## src/rtl/csvs_pkg.sv

```systemverilog
// shared types and codes of the csv cell and row boundary scanner
package csvs_pkg;

	localparam int unsigned CHAR_WIDTH  = 8;
	localparam int unsigned INDEX_WIDTH = 3;
	localparam int unsigned QUEUE_DEPTH = 4;

	localparam logic [INDEX_WIDTH-1:0] REG_CSV_MODE  = 3'd0;
	localparam logic [INDEX_WIDTH-1:0] REG_QUOTE     = 3'd1;
	localparam logic [INDEX_WIDTH-1:0] REG_ESCAPE    = 3'd2;
	localparam logic [INDEX_WIDTH-1:0] REG_SEPARATOR = 3'd3;
	localparam logic [INDEX_WIDTH-1:0] REG_NEWLINE   = 3'd4;

	localparam logic KIND_DATA  = 1'b0;
	localparam logic KIND_FLUSH = 1'b1;

	localparam logic REC_CELL = 1'b0;
	localparam logic REC_ROW  = 1'b1;

	localparam logic [CHAR_WIDTH-1:0] RESET_QUOTE     = 8'd34;
	localparam logic [CHAR_WIDTH-1:0] RESET_ESCAPE    = 8'd92;
	localparam logic [CHAR_WIDTH-1:0] RESET_SEPARATOR = 8'd44;
	localparam logic [CHAR_WIDTH-1:0] RESET_NEWLINE   = 8'd10;

	typedef struct packed {
		logic                  csv_mode;
		logic [CHAR_WIDTH-1:0] quote_char;
		logic [CHAR_WIDTH-1:0] escape_char;
		logic [CHAR_WIDTH-1:0] separator_char;
		logic [CHAR_WIDTH-1:0] newline_char;
	} cfg_t;

endpackage

```

## src/rtl/csvs_front.sv

```systemverilog
// front end: takes input words, tracks scan state and queues boundary entries
module csvs_front #(
	parameter int unsigned OFFSET_WIDTH = 32,
	parameter int unsigned COUNT_WIDTH  = 16,
	parameter int unsigned ENTRY_WIDTH  = 1 + 3 * OFFSET_WIDTH + COUNT_WIDTH
) (
	input  logic                                 clk,
	input  logic                                 arst_n,
	input  csvs_pkg::cfg_t                       cfg,
	input  logic                                 accept,
	input  logic                                 kind,
	input  logic [csvs_pkg::CHAR_WIDTH-1:0]      data_byte,
	output logic                                 push,
	output logic [ENTRY_WIDTH-1:0]               entry
);

	logic [OFFSET_WIDTH-1:0] byte_position_q, cell_begin_q, row_begin_q;
	logic [COUNT_WIDTH-1:0]  row_cell_tally_q;
	logic                    escape_pending_q, inside_quotes_q;

	logic [OFFSET_WIDTH-1:0] pos_next, cell_next, row_next, pos_inc;
	logic [COUNT_WIDTH-1:0]  tally_next, tally_inc;
	logic                    esc_next, quote_next, two_recs, done;

	assign pos_inc   = byte_position_q + OFFSET_WIDTH'(1);
	assign tally_inc = (row_cell_tally_q == {COUNT_WIDTH{1'b1}}) ?
		row_cell_tally_q : row_cell_tally_q + COUNT_WIDTH'(1);

	always_comb begin
		pos_next   = byte_position_q;
		cell_next  = cell_begin_q;
		row_next   = row_begin_q;
		tally_next = row_cell_tally_q;
		esc_next   = escape_pending_q;
		quote_next = inside_quotes_q;
		push       = 1'b0;
		two_recs   = 1'b0;
		done       = 1'b0;
		if (accept) begin
			if (kind == csvs_pkg::KIND_FLUSH) begin
				if (cell_begin_q < byte_position_q && row_cell_tally_q != '0) begin
					push       = 1'b1;
					two_recs   = 1'b1;
					tally_next = '0;
					row_next   = byte_position_q;
					cell_next  = byte_position_q;
				end
			end else begin
				if (cfg.csv_mode) begin
					if (escape_pending_q) begin
						esc_next = 1'b0;
						done     = 1'b1;
					end else if (inside_quotes_q) begin
						if (data_byte == cfg.quote_char) quote_next = 1'b0;
						done = 1'b1;
					end else begin
						if (data_byte == cfg.escape_char) esc_next = 1'b1;
						if (data_byte == cfg.quote_char) quote_next = 1'b1;
						if (data_byte == cfg.separator_char &&
							data_byte != cfg.newline_char) begin
							push       = 1'b1;
							tally_next = tally_inc;
							cell_next  = pos_inc;
						end
					end
				end
				if (!done && data_byte == cfg.newline_char) begin
					if (row_begin_q != byte_position_q) begin
						push     = 1'b1;
						two_recs = 1'b1;
					end
					tally_next = '0;
					cell_next  = pos_inc;
					row_next   = pos_inc;
				end
				pos_next = pos_inc;
			end
		end
	end

	assign entry = {two_recs, cell_begin_q, byte_position_q, row_begin_q, tally_inc};

	always_ff @(posedge clk or negedge arst_n) begin
		if (!arst_n) begin
			byte_position_q  <= '0;
			cell_begin_q     <= '0;
			row_begin_q      <= '0;
			row_cell_tally_q <= '0;
			escape_pending_q <= 1'b0;
			inside_quotes_q  <= 1'b0;
		end else begin
			byte_position_q  <= pos_next;
			cell_begin_q     <= cell_next;
			row_begin_q      <= row_next;
			row_cell_tally_q <= tally_next;
			escape_pending_q <= esc_next;
			inside_quotes_q  <= quote_next;
		end
	end

endmodule

```

## src/rtl/csvs_queue.sv

```systemverilog
// short register queue between the front end and the record emitter
module csvs_queue #(
	parameter int unsigned WIDTH = 8,
	parameter int unsigned DEPTH = 4
) (
	input  logic             clk,
	input  logic             arst_n,
	input  logic             push,
	input  logic [WIDTH-1:0] push_data,
	input  logic             pop,
	output logic [WIDTH-1:0] head,
	output logic             full,
	output logic             empty
);

	localparam int unsigned PTR_W = (DEPTH > 1) ? $clog2(DEPTH) : 1;
	localparam int unsigned CNT_W = $clog2(DEPTH + 1);

	logic [WIDTH-1:0] mem_q [DEPTH];
	logic [PTR_W-1:0] wr_ptr_q, rd_ptr_q;
	logic [CNT_W-1:0] count_q;
	logic             do_push, do_pop;

	assign full    = (count_q == CNT_W'(DEPTH));
	assign empty   = (count_q == '0);
	assign do_push = push && !full;
	assign do_pop  = pop && !empty;
	assign head    = mem_q[rd_ptr_q];

	always_ff @(posedge clk) begin
		if (do_push) mem_q[wr_ptr_q] <= push_data;
	end

	always_ff @(posedge clk or negedge arst_n) begin
		if (!arst_n) begin
			wr_ptr_q <= '0;
			rd_ptr_q <= '0;
			count_q  <= '0;
		end else begin
			if (do_push) begin
				wr_ptr_q <= (wr_ptr_q == PTR_W'(DEPTH - 1)) ? '0 : wr_ptr_q + PTR_W'(1);
			end
			if (do_pop) begin
				rd_ptr_q <= (rd_ptr_q == PTR_W'(DEPTH - 1)) ? '0 : rd_ptr_q + PTR_W'(1);
			end
			if (do_push && !do_pop) count_q <= count_q + CNT_W'(1);
			else if (do_pop && !do_push) count_q <= count_q - CNT_W'(1);
		end
	end

endmodule

```

## src/rtl/csvs_back.sv

```systemverilog
// back end: turns queued entries into cell and row records on the output register
module csvs_back #(
	parameter int unsigned OFFSET_WIDTH = 32,
	parameter int unsigned COUNT_WIDTH  = 16,
	parameter int unsigned ENTRY_WIDTH  = 1 + 3 * OFFSET_WIDTH + COUNT_WIDTH
) (
	input  logic                    clk,
	input  logic                    arst_n,
	input  logic [ENTRY_WIDTH-1:0]  head,
	input  logic                    empty,
	output logic                    pop,
	output logic                    out_valid,
	input  logic                    out_ready,
	output logic                    record_kind,
	output logic [OFFSET_WIDTH-1:0] start_offset,
	output logic [OFFSET_WIDTH-1:0] end_offset,
	output logic [COUNT_WIDTH-1:0]  cells_in_row,
	output logic                    last
);

	logic                    two_recs;
	logic [OFFSET_WIDTH-1:0] cell_start, rec_end, row_start;
	logic [COUNT_WIDTH-1:0]  count;
	logic                    load, phase_q, valid_q, kind_q, last_q;
	logic [OFFSET_WIDTH-1:0] start_q, end_q;
	logic [COUNT_WIDTH-1:0]  count_q;

	assign {two_recs, cell_start, rec_end, row_start, count} = head;

	assign load = (!valid_q || out_ready) && !empty;
	assign pop  = load && (!two_recs || phase_q);

	always_ff @(posedge clk or negedge arst_n) begin
		if (!arst_n) begin
			valid_q <= 1'b0;
			phase_q <= 1'b0;
		end else if (load) begin
			valid_q <= 1'b1;
			phase_q <= two_recs && !phase_q;
		end else if (out_ready) begin
			valid_q <= 1'b0;
		end
	end

	always_ff @(posedge clk) begin
		if (load) begin
			end_q <= rec_end;
			if (two_recs && phase_q) begin
				kind_q  <= csvs_pkg::REC_ROW;
				start_q <= row_start;
				count_q <= count;
				last_q  <= 1'b1;
			end else begin
				kind_q  <= csvs_pkg::REC_CELL;
				start_q <= cell_start;
				count_q <= '0;
				last_q  <= !two_recs;
			end
		end
	end

	assign out_valid    = valid_q;
	assign record_kind  = kind_q;
	assign start_offset = start_q;
	assign end_offset   = end_q;
	assign cells_in_row = count_q;
	assign last         = last_q;

endmodule

```

## src/rtl/csv_cell_row_boundary_scanner.sv

```systemverilog
// top level of the csv cell and row boundary scanner
// usage:
//   input channel (in_valid/in_ready, kind, data_byte) takes one word per cycle
//   while in_ready is high: a data byte, or an end-of-input flush that closes a
//   row once it has passed a separator and holds an open non-empty cell
//   output channel (out_valid/out_ready) gives cell and row records with byte
//   offsets; last marks the final record caused by one input word
//   configuration is written through cfg_wr_en/cfg_index/cfg_data while idle
// throughput: one input word per cycle while in_ready is high; the record emitter
//   gives one record per cycle while out_ready is high, so a row end (cell plus
//   row record) is a burst that a four-entry queue between scanner and emitter
//   absorbs; a long run of input that needs more than one record per word then
//   holds in_ready low while the queue is full
// reset: all offsets, counts and quote/escape state clear; registers return
//   to csv mode with quote 34, escape 92, separator 44, newline 10
// stall: with out_ready low the output record holds; the queue fills and
//   in_ready drops when it is full, without losing a word
module csv_cell_row_boundary_scanner #(
	parameter int unsigned OFFSET_WIDTH = 32,
	parameter int unsigned COUNT_WIDTH  = 16
) (
	input  logic                                 clk,
	input  logic                                 arst_n,
	input  logic                                 cfg_wr_en,
	input  logic [csvs_pkg::INDEX_WIDTH-1:0]     cfg_index,
	input  logic [csvs_pkg::CHAR_WIDTH-1:0]      cfg_data,
	input  logic                                 in_valid,
	output logic                                 in_ready,
	input  logic                                 kind,
	input  logic [csvs_pkg::CHAR_WIDTH-1:0]      data_byte,
	output logic                                 out_valid,
	input  logic                                 out_ready,
	output logic                                 record_kind,
	output logic [OFFSET_WIDTH-1:0]              start_offset,
	output logic [OFFSET_WIDTH-1:0]              end_offset,
	output logic [COUNT_WIDTH-1:0]               cells_in_row,
	output logic                                 last
);

	localparam int unsigned ENTRY_WIDTH = 1 + 3 * OFFSET_WIDTH + COUNT_WIDTH;

	csvs_pkg::cfg_t         cfg_q;
	logic                   accept, push, pop, full, empty;
	logic [ENTRY_WIDTH-1:0] entry, head;

	always_ff @(posedge clk or negedge arst_n) begin
		if (!arst_n) begin
			cfg_q.csv_mode       <= 1'b1;
			cfg_q.quote_char     <= csvs_pkg::RESET_QUOTE;
			cfg_q.escape_char    <= csvs_pkg::RESET_ESCAPE;
			cfg_q.separator_char <= csvs_pkg::RESET_SEPARATOR;
			cfg_q.newline_char   <= csvs_pkg::RESET_NEWLINE;
		end else if (cfg_wr_en) begin
			unique case (cfg_index)
				csvs_pkg::REG_CSV_MODE:  cfg_q.csv_mode       <= cfg_data[0];
				csvs_pkg::REG_QUOTE:     cfg_q.quote_char     <= cfg_data;
				csvs_pkg::REG_ESCAPE:    cfg_q.escape_char    <= cfg_data;
				csvs_pkg::REG_SEPARATOR: cfg_q.separator_char <= cfg_data;
				csvs_pkg::REG_NEWLINE:   cfg_q.newline_char   <= cfg_data;
				default: ;
			endcase
		end
	end

	assign in_ready = !full;
	assign accept   = in_valid && in_ready;

	csvs_front #(
		.OFFSET_WIDTH (OFFSET_WIDTH),
		.COUNT_WIDTH  (COUNT_WIDTH),
		.ENTRY_WIDTH  (ENTRY_WIDTH)
	) u_front (
		.clk       (clk),
		.arst_n    (arst_n),
		.cfg       (cfg_q),
		.accept    (accept),
		.kind      (kind),
		.data_byte (data_byte),
		.push      (push),
		.entry     (entry)
	);

	csvs_queue #(
		.WIDTH (ENTRY_WIDTH),
		.DEPTH (csvs_pkg::QUEUE_DEPTH)
	) u_queue (
		.clk       (clk),
		.arst_n    (arst_n),
		.push      (push),
		.push_data (entry),
		.pop       (pop),
		.head      (head),
		.full      (full),
		.empty     (empty)
	);

	csvs_back #(
		.OFFSET_WIDTH (OFFSET_WIDTH),
		.COUNT_WIDTH  (COUNT_WIDTH),
		.ENTRY_WIDTH  (ENTRY_WIDTH)
	) u_back (
		.clk          (clk),
		.arst_n       (arst_n),
		.head         (head),
		.empty        (empty),
		.pop          (pop),
		.out_valid    (out_valid),
		.out_ready    (out_ready),
		.record_kind  (record_kind),
		.start_offset (start_offset),
		.end_offset   (end_offset),
		.cells_in_row (cells_in_row),
		.last         (last)
	);

endmodule

```

## config.mk

```make
export PLATFORM = sky130hd
export DESIGN_NAME = csv_cell_row_boundary_scanner
export DESIGN_NICKNAME = d
export VERILOG_FILES = /design/src/rtl/csvs_pkg.sv /design/src/rtl/csvs_front.sv /design/src/rtl/csvs_queue.sv /design/src/rtl/csvs_back.sv /design/src/rtl/csv_cell_row_boundary_scanner.sv
export SDC_FILE = /design/constraint.sdc
export NUM_CORES = 1
export LEC_CHECK = 0
export ABC_AREA = 1
export BUFFER_PORTS_ARGS = -buffer_cell sky130_fd_sc_hd__buf_2
export CAP_MARGIN = 20
export CORE_UTILIZATION = 51
export DETAILED_ROUTE_END_ITERATION = 16
export HOLD_SLACK_MARGIN = 0.12
export PLACE_DENSITY = 0.68
export SLEW_MARGIN = 15
export SYNTH_ARGS = -nofsm -noshare
export SYNTH_HDL_FRONTEND = slang
export SYNTH_SLANG_ARGS = --single-unit
```

## constraint.sdc

```tcl
create_clock -name clk -period 11.2 [get_ports clk]
set_clock_uncertainty 0.2 [all_clocks]
set_input_delay 0 -clock clk [delete_from_list [all_inputs] [get_ports clk]]
set_output_delay 0 -clock clk [all_outputs]
set_load 0.01 [all_outputs]
```

# == After elaboration in Yosys (flattened, before gate mapping) ==
# Memory sizes are Yosys's and may differ from the RTL's.
# Index checks and enable logic that the tools add are counted.
# word_totals
register_bits,238
latch_bits,0
mem_bits_rw,452
rom_bits,0
inputBits,25
wordCells,139
n_memories,1
# mem_list
memory,words,word_bits,rd,rd_clocked_by_memory_dff,write_ports,line,rtl
u_queue.mem_q,4,113,1,0,1,csvs_queue.sv:19,logic [WIDTH-1:0] mem_q [DEPTH];
# classes
addsub,6
mul,0
div_mod_pow,0
order_cmp,1
n_eq_ne,17
n_shift,0
muxes,51
n_bitwise,2
n_reduce_logical,40
# op_table
operator,n
$mux 32,10
$mux 16,8
$add 32x1->32 const B,1
$eq 8x8->1,4
$lt 32x32->1,1
$ne 32x32->1,1
$mux 1,29
$add 16x1->16 const B,1
$eq 16x16->1 const B,1
$reduce_bool 16->1,1
$logic_and 1x1->1,12
$reduce_and 2->1,6
$logic_not 1->1,8
$ne 8x8->1,1
$eq 3x2->1 const B,2
$eq 3x3->1 const B,2
$logic_not 3->1,2
$mux 3,2
$ne 3x3->1 const B,2
$reduce_and 3->1,2
$reduce_and 6->1,1
$reduce_bool 2->1,3
$reduce_bool 3->1,2
$add 2x1->2 const B,2
other kinds (9),13

# == Longest topological paths before layout ==
# Gate-level depths: netlist (run 1).
# logic_depth
word_depth,15
depth_mapped,22
ltp_nobuf,21

# == By module ==
# Synthesis (run 1) repeated with hierarchy kept, for this count alone.
# unflattened
cells_unflattened,2909
hier_area_um2,30510.5
# by_module_without_submodules
mod,instances,cells_per_inst,area_per_inst_um2,seq_area_each_um2
csvs_queue,1,1379,18207.5,13748.2
csvs_front,1,1138,7800.0,2852.7
csvs_back,1,235,3119.2,2512.4
csv_cell_row_boundary_scanner,1,157,1383.8,840.8

# == Least setup slack after synthesis (run 1) ==
# Ideal clock, no wire load.
# synth_path
path_type,register to register
start,register u_front.byte_position_q[11]
end,"memory u_queue.mem_q[0][0] in the netlist's numbering, enable pin"
setup_ps,587
arrival_ps,6502
setup_slack_ps,3912
stages_incl_launch_ff,15
n_path_buf,1
path_cell_list,dfrtp_1 clkinv_1 ha_1 nand2_1 inv_1 nand3_1 a31oi_1 nor2_1 nand2_1 nand2_1 nand2_1 nand2_1 buf_2 nand2_1 nor2_1
# synth_via
elab_chain_cells,8
# synth_rtl
item,line,rtl
"start, declared",csvs_front.sv:17,"logic [OFFSET_WIDTH-1:0] byte_position_q, cell_begin_q, row_begin_q;"
"start signal, assigned",csvs_front.sv:92,byte_position_q <= pos_next;
$lt 32x32->1 / $ne 32x32->1 (equally long branches),"csvs_front.sv:41, csvs_front.sv:68",
$logic_and 1x1->1 / $mux 1 (equally long branches),"csvs_front.sv:41, csvs_front.sv:68",
"$mux 1, on equally long branches","csvs_front.sv:41, csvs_front.sv:67",
$mux 1 (*),csvs_front.sv:40,if (kind == csvs_pkg::KIND_FLUSH) begin
$mux 1 (*),csvs_front.sv:39,if (accept) begin
$logic_and 1x1->1 (*),csvs_queue.sv:26,assign do_push = push && !full;
$mux 1 (*),csvs_queue.sv:31,if (do_push) mem_q[wr_ptr_q] <= push_data;
$mux 1 (implied by the code) (*),csvs_queue.sv:31,
"end, declared",csvs_queue.sv:19,
# Mark *: on every way between the ends. The rest lies on a longest branch, timed or not.

# == Worst setup path in the final report (run 1) ==
# layout_path
start,register u_front.byte_position_q[11]
end,"memory u_queue.mem_q[2][66] in the netlist's numbering, enable pin"
# The elaborated chain is that of the path after synthesis.

==> results of run 1 <==
[synth_stat cells, types with 3 or more instances]
| library cell | instances |
|---|---|
| o22ai_1 | 67 |
| buf_1 | 5 |
| ha_1 | 40 |
| clkinv_1 | 3 |
| nand4_1 | 16 |
| buf_2 | 23 |
| clkbuf_1 | 92 |
| a31oi_1 | 35 |
| nand3_1 | 111 |
| buf_6 | 3 |
| buf_4 | 3 |
| dfrtp_1 | 144 |
| inv_1 | 136 |
| nand2_1 | 466 |
| o21a_1 | 3 |
| edfxtp_1 | 534 |
| xnor2_1 | 24 |
| nor3_1 | 26 |
| xor2_1 | 43 |
| o21ai_0 | 324 |
| a21oi_1 | 44 |
| nor2_1 | 456 |
| dfstp_2 | 12 |
| or2_2 | 9 |
[per-stage QoR]
stage / cell area, µm² / power (mW) / setup WS (ns) / hold slack (ns)
after floorplan: 29050 / 5.548 / 3.912 / -0.4956
after global placement: 30260 / 6.403 / 6.572 / -0.04698
after detailed placement: 30260 / 6.483 / 6.512 / -0.007309
after CTS: 33030 / 8.826 / 6.499 / 0.1381
after global routing: 33060 / 9.283 / 6.124 / 0.2388
final: 33060 / 8.781 / 6.422 / 0.1807
[worst max path at each step]
stage / endpoint / from / slack, ns
6_report: u_queue.mem_q[2][66]$_DFFE_PP_ / u_front.byte_position_q[11]$_DFFE_PN0P_ / 6.42
5_1_grt: u_queue.mem_q[2][66]$_DFFE_PP_ / u_front.byte_position_q[11]$_DFFE_PN0P_ / 6.12
4_1_cts: u_queue.mem_q[0][66]$_DFFE_PP_ / u_front.byte_position_q[11]$_DFFE_PN0P_ / 6.50
3_5_place_dp: u_queue.mem_q[0][20]$_DFFE_PP_ / u_front.byte_position_q[11]$_DFFE_PN0P_ / 6.51
3_3_place_gp: u_queue.mem_q[2][49]$_DFFE_PP_ / u_front.byte_position_q[11]$_DFFE_PN0P_ / 6.57
2_1_floorplan: u_queue.mem_q[0][0]$_DFFE_PP_ / u_front.byte_position_q[11]$_DFFE_PN0P_ / 3.91
[power groups by stage]
stage,combinational (mW),clock (mW),sequential [mW]
after floorplan,1.62,0,3.93
after global placement,2.44,0,3.97
after detailed placement,2.49,0,4.00
after CTS,2.52,2.36,3.95
after global routing,2.82,2.46,4.01
final,2.51,2.32,3.94
[sequential cells by signal, indices dropped and copies added (netlist names), 2 cells and up]
signal and flops:
u_front.row_cell_tally_q 16, u_back.start_offset 32, cfg_q 33, u_queue.wr_ptr_q 2, u_back.end_offset 32, u_back.cells_in_row 16, u_queue.count_q 3, u_queue.mem_q 452
u_front.byte_position_q 32, u_front.row_begin_q 32, u_front.cell_begin_q 32, u_queue.rd_ptr_q 2
[critical path, stage by stage (launching register included)]
cell	delay, ns
dfrtp_1	0.46
clkinv_1	0.26
ha_1	0.39
nand2_1	0.08
inv_1	0.06
nand3_1	0.07
a31oi_1	0.08
nor2_1	0.09
nand2_1	0.11
nand2_1	0.08
nand2_1	0.06
nand2_2	0.08
buf_4	0.69
nand2_1	0.55
nor2_4	0.21
buf_4	0.77
[logic make-up (layout without fill, tap and decap cells)]
logic type | count (synthesis) | in the layout | synth area share, %
AOI/OAI and AO/OA | 480 | 480 | 8.830
adders and majority gates | 41 | 41 | 1.792
buffers and inverters | 269 | 452 | 3.700
and+or+nand+nor | 1090 | 1090 | 14.96
xor gates and xnor gates | 67 | 67 | 2.020
DFF | 690 | 690 | 68.69
[final cells by class]
type                    count  area [µm²]
clock buffers              97        1966
clock inverters            34       339.1
fillers                  4543       23220
inverters                 141       535.5
multi-input cells        1678        8077
flip-flops and latches    690       19960
well taps                 756       945.9
repair buffers            180        1237
[metal layers]
metal / vias up / track usage (%)
met5: - / 0
li1: 9360 / -
met3: 114 / 3.683
met2: 625 / 42.07
met4: 0 / 9.766
met1: 9692 / 31.98
[what timing repair did]
item,in CTS,in global routing
endpoints found under the hold margin,245,0
resized for setup,0,0
hold buffers,45,0
==> results.tsv, run 1 <==
metric	value	unit
fin crit period	4.778	ns
R2R setup slack	6.42	ns
largest net degree at the start of global routing	117	
clock network power share	26.5	%
#FFs+latches synth	690	
ANT nets after route	0	
Vias	19791	
switching part of the total	35.64	%
CTS tree	yes	
hold depth	9	
status	finished, final reports clean	
Die Ht	240.7	µm
HP Start	data_byte[7]	
worst-margin pin slew	1.122	ns
R2R Path End	u_queue.mem_q[2][66]$_DFFE_PP_	
Sw Pwr	3.129	mW
power per cell area	265.6	mW/mm²
grt ovf	0	
number of synthesized flops with an enable pin	534	
synthesized area per cell	11.02	µm²
Yosys cell types	38	
first drt pass iteration count	6	
I/O pin count	109	
final period utilization	42.66	%
Detailed Route WL	69970	µm
first-pass GRT wire length	109000	µm
Gate Count Post-Synth	2637	
top sig layer	met4	
peak supply drop	0.1738	mV
Avg WL per Cell	19.57	µm
Peak Freq	209.3	MHz
Clock Path Buffers	3	
leakage	12.83	nW
top cell type's share of synthesized area	55.20	%
Tightest Hold Check Type	in -> reg	
number of remaining DRC errors	0	
metal3 WL	3993	µm
vias per std cell	5.534	
Final nets	2828	
TritonCTS Buffers	71	
CORE AREA	0.05628	mm²
largest cells by area after synthesis	edfxtp_1 55%, dfrtp_1 12%, nand2_1 6.0%	
synth warn	0	
Inst Count DP	3399	
Final Util	58.75	%
layout cells sized above 1	9.752	%
final hold viol count	0	
met1 WL	28790	µm
Pint	5.652	mW
Req. time, crit path	11.21	ns
Post-CTS Setup Bufs	0	
root buffer cell	clkbuf_16	
predominant post-synthesis flop cell	edfxtp_1	
hold worst-path end	u_front.row_begin_q[20]$_DFFE_PN0P_	
setup violators final	0	
Post-Layout Cell Count	3576	
sequential power share	44.9	%
antenna cells	0	
die width	240.7	µm
sum of negative setup slack	0	ns
CP max FO	82	
input/output buffers	108	
initial antenna violation count	0	
post-synth top area cell	edfxtp_1	
Starting Density	51.62	%
most common cell after layout, fill and taps aside	edfxtp_1	
Crit Reg-Reg Startpoint	u_front.byte_position_q[11]$_DFFE_PN0P_	
All-Layer GR Usage	24.73	%
met2 WL	35070	µm
clk_lat worst skew	0.62	ns
syn_nets	2703	
commonest non-fill, non-tap cells in the layout	534 x edfxtp_1, 464 x nand2_1, 451 x nor2_1, 324 x o21ai_0, 142 x dfrtp_1	
DRT iter0 DRCs	1502	
ys async rst share	22.61	%
Combinational Power Share	28.6	%
max-slew violations	0	
Reg2Reg Depth	15	
area grow syn2layout	13.82	%
number of max-cap violations	0	
CP endpoint kind	flip-flop	
number of global-route vias before repair	19487	
Seq/Total Area, Yosys	68.69	%
Post-DP HPWL	41860	µm
Clk pin slew, worst setup/hold paths	0.06	ns
path type of the worst setup path	reg -> reg	
RSZ-0062 raised after global routing	false	
Slew headroom	25.23	%
Critical Path Source Type	flip-flop	
gpl congestion	0.9201	
Die ar.	0.05791	mm²
site row count	87	
Worst EP arrival	4.79	ns
CTS sink count	690	
H-tree levels	3	
Mapped Area	0.02905	mm²
Note: power is estimated with default switching activity, not from simulation.
==> run 2: changes to the inputs <==
Settings changed: ABC_AREA 1 to 0.
Clock period 11.2 ns to 4.85 ns, I/O delays scaled along.
==> run 2 against run 1 <==
Compared with the run above: non-clock buffer count down 4; highest routed layer unchanged; first-iteration DRC count down 31%; combinational power up 61%; sequential share of layout area up 1.1 points; largest cell class unchanged; global-route usage down 3.7 points; setup slack worse by 5.5 ns; flip-flop and latch count unchanged; clock-buffer cell count down 2; die area down 3.2%; area after synthesis down 3.2%.
==> results.tsv, run 2 <==
metric	value	unit
Worst EP arrival	4.02	ns
synthesized area per cell	18.10	µm²
CP bufs+invs	2	
Critical Path Source Type	flip-flop	
H-tree levels	3	
All-Layer GR Usage	21.05	%
first drt pass iteration count	7	
area grow syn2layout	15.54	%
clock network power share	31.8	%
DRT iter0 DRCs	1036	
Post-synth top cells	534 x edfxtp_1, 144 x dfrtp_1, 129 x mux2_2	
Detailed Route WL	56380	µm
Top Registers	u_queue.mem_q: 452 flops, cfg_q: 33 flops	
largest net degree at the start of global routing	89	
CTS tree	yes	
crit path max-delay cell type	and2_4	
#FFs+latches synth	690	
HP Start	data_byte[5]	
total chip power	17.74	mW
I/O pin count	109	
Peak Freq	254.1	MHz
CP max FO	31	
CP delay by family, top	compound AO/OA/AOI/OAI gates	
XOR/XNOR share of the synthesized area	4.361	%
final period utilization	81.14	%
Crit Reg-Reg Startpoint	u_front.byte_position_q[2]$_DFFE_PN0P_	
input/output buffers	108	
status	finished, final reports clean	
largest cells by area after synthesis	edfxtp_1 57%, dfrtp_1 13%, mux4_2 9.1%	
fin crit period	3.935	ns
peak supply drop	0.3607	mV
Gate Count Post-Synth	1553	
commonest non-fill, non-tap cells in the layout	534 x edfxtp_1, 142 x dfrtp_1, 129 x mux2_2, 113 x mux4_2, 107 x buf_2	
mux contribution to synthesized area	14.92	%
CTS sink count	690	
Die Ht	236.8	µm
Slew headroom	45.25	%
power per cell area	546.2	mW/mm²
worst-margin pin slew	0.8145	ns
compound-gate portion of the synthesized area	1.477	%
TritonCTS Buffers	72	
final hold viol count	0	
CP cell instances	inv_1 > ha_1 > a211oi_1 > a2111oi_0 > o21ai_1 > a41oi_4 > a211oi_4 > and2_4 > buf_4	
gpl congestion	0.8235	
grt ovf	0	
setup violators final	0	
number of remaining DRC errors	0	
root buffer cell	clkbuf_16	
crit path launch	u_front.byte_position_q[2]$_DFFE_PN0P_	
ys async rst share	22.61	%
Post-CTS Hold Fix Bufs	38	
path type of the worst setup path	reg -> reg	
Seq/Total Area, Yosys	70.97	%
top cell type's share of synthesized area	57.03	%
Sw Pwr	4.895	mW
adder-cell share of the synthesized area	1.851	%
Post-CTS Setup Bufs	0	
initial antenna violation count	0	
vias per std cell	5.666	
Final nets	1798	
synth warn	0	
site row count	85	
predominant post-synthesis flop cell	edfxtp_1	
Clock Path Buffers	3	
most common cell after layout, fill and taps aside	edfxtp_1	
syn_nets	1619	
Die ar.	0.05607	mm²
ANT nets after route	0	
antenna cells	0	
RSZ-0062 raised after global routing	false	
worst hold margin	0.1823	ns
clk_lat worst skew	0.61	ns
die width	236.8	µm
post-synth top area cell	edfxtp_1	
first-pass GRT wire length	88810	µm
Mapped Area	0.02812	mm²
sequential power share	45.4	%
CP endpoint kind	flip-flop	
Combinational Power Share	22.8	%
most common cell in the netlist	edfxtp_1	
leakage	11.11	nW
CTS resizes	0	
CORE AREA	0.05413	mm²
number of synthesized flops with an enable pin	534	
Tightest Hold Check Type	in -> reg	
Design Area, Final	0.03248	mm²
Req. time, crit path	4.93	ns
Starting Density	51.94	%
Largest Register	u_queue.mem_q	
Yosys cell types	62	
Clk pin slew, worst setup/hold paths	0.06	ns
layout cells sized above 1	29.58	%
switching part of the total	27.59	%
max-slew violations	0	
number of max-cap violations	0	
Pint	12.85	mW
Avg WL per Cell	22.66	µm
Post-DP HPWL	34920	µm
Placed Instance Area	0.02960	mm²
CP peak stage delay	0.58	ns
main combinational cell family by area after synthesis	multiplexers	
sum of negative setup slack	0	ns
max FFs per register	452	
number of global-route vias before repair	14882	
simple-gate share of the synthesized area	4.579	%
Vias	14098	
run 2: kinds of logic after synthesis:
logic type,Yosys count
AO/OA/AOI/OAI,59
XOR/XNOR,140
adder cells (fa/ha/maj),41
buffers and inverters,121
flip-flops,690
multiplexers,258
AND/OR/NAND/NOR,244
run 2: area by class of cell:
class                   instances  area [µm²]
fillers                      3858       21650
multi-input cells             742        7681
clock buffers                  95        2034
clock inverters                39       421.7
flip-flops and latches        690       19960
repair buffers                176        1328
inverters                      50       187.7
well taps                     696       870.8
run 2: layer usage:
layer  GRT usage (%)  part of all wire [%]  vias to the layer above
met1           29.19                    44                     7358
met5               0                     0                        -
met3           3.707                   4.5                       83
met2           33.87                    49                      305
li1                -                     -                     6352
met4           7.340                   2.4                        0
run 2: path summary, 6_finish.rpt:
kind	cells after the start	slack [ns]	endpoint
setup / recovery	9	0.91	u_queue.mem_q[2][99]$_DFFE_PP_
hold / removal	7	0.18	u_front.row_cell_tally_q[13]$_DFFE_PN0P_
setup reg to reg	9	0.91	u_queue.mem_q[2][99]$_DFFE_PP_
hold reg to reg	1	0.29	u_front.inside_quotes_q$_DFFE_PN0P_
max in group asynchronous	4	3.56	u_front.byte_position_q[9]$_DFFE_PN0P_
min in group asynchronous	3	0.34	cfg_q[13]$_DFFE_PN1P_
run 2: power by group through the flow:
stage                     clock network [mW]  logic, mW  registers [mW]
after floorplan                            0       2.65            8.18
after global placement                     0       4.05            8.12
after detailed placement                   0       4.08            8.17
after CTS                               5.77       4.13            8.06
after global routing                    6.02       4.38            8.14
final                                   5.65       4.05            8.05
run 2: worst min-delay path: stages:
cell and delay, ns:
buf_2 0.14, xnor2_1 0.08, nand4_1 0.11, nor2_2 0.09, a21o_1 0.23, a21oi_1 0.13, mux2_2 0.15
run 2: metrics by stage:
stage	std cells	utilization, %	worst slack [ns]
after global placement	2315	54.69	0.9664
after floorplan	1553	-	0.1294
after CTS	2487	59.96	0.8537
final	2488	60.01	0.9145
after detailed placement	2315	54.69	0.9101
after global routing	2488	60.01	0.6264
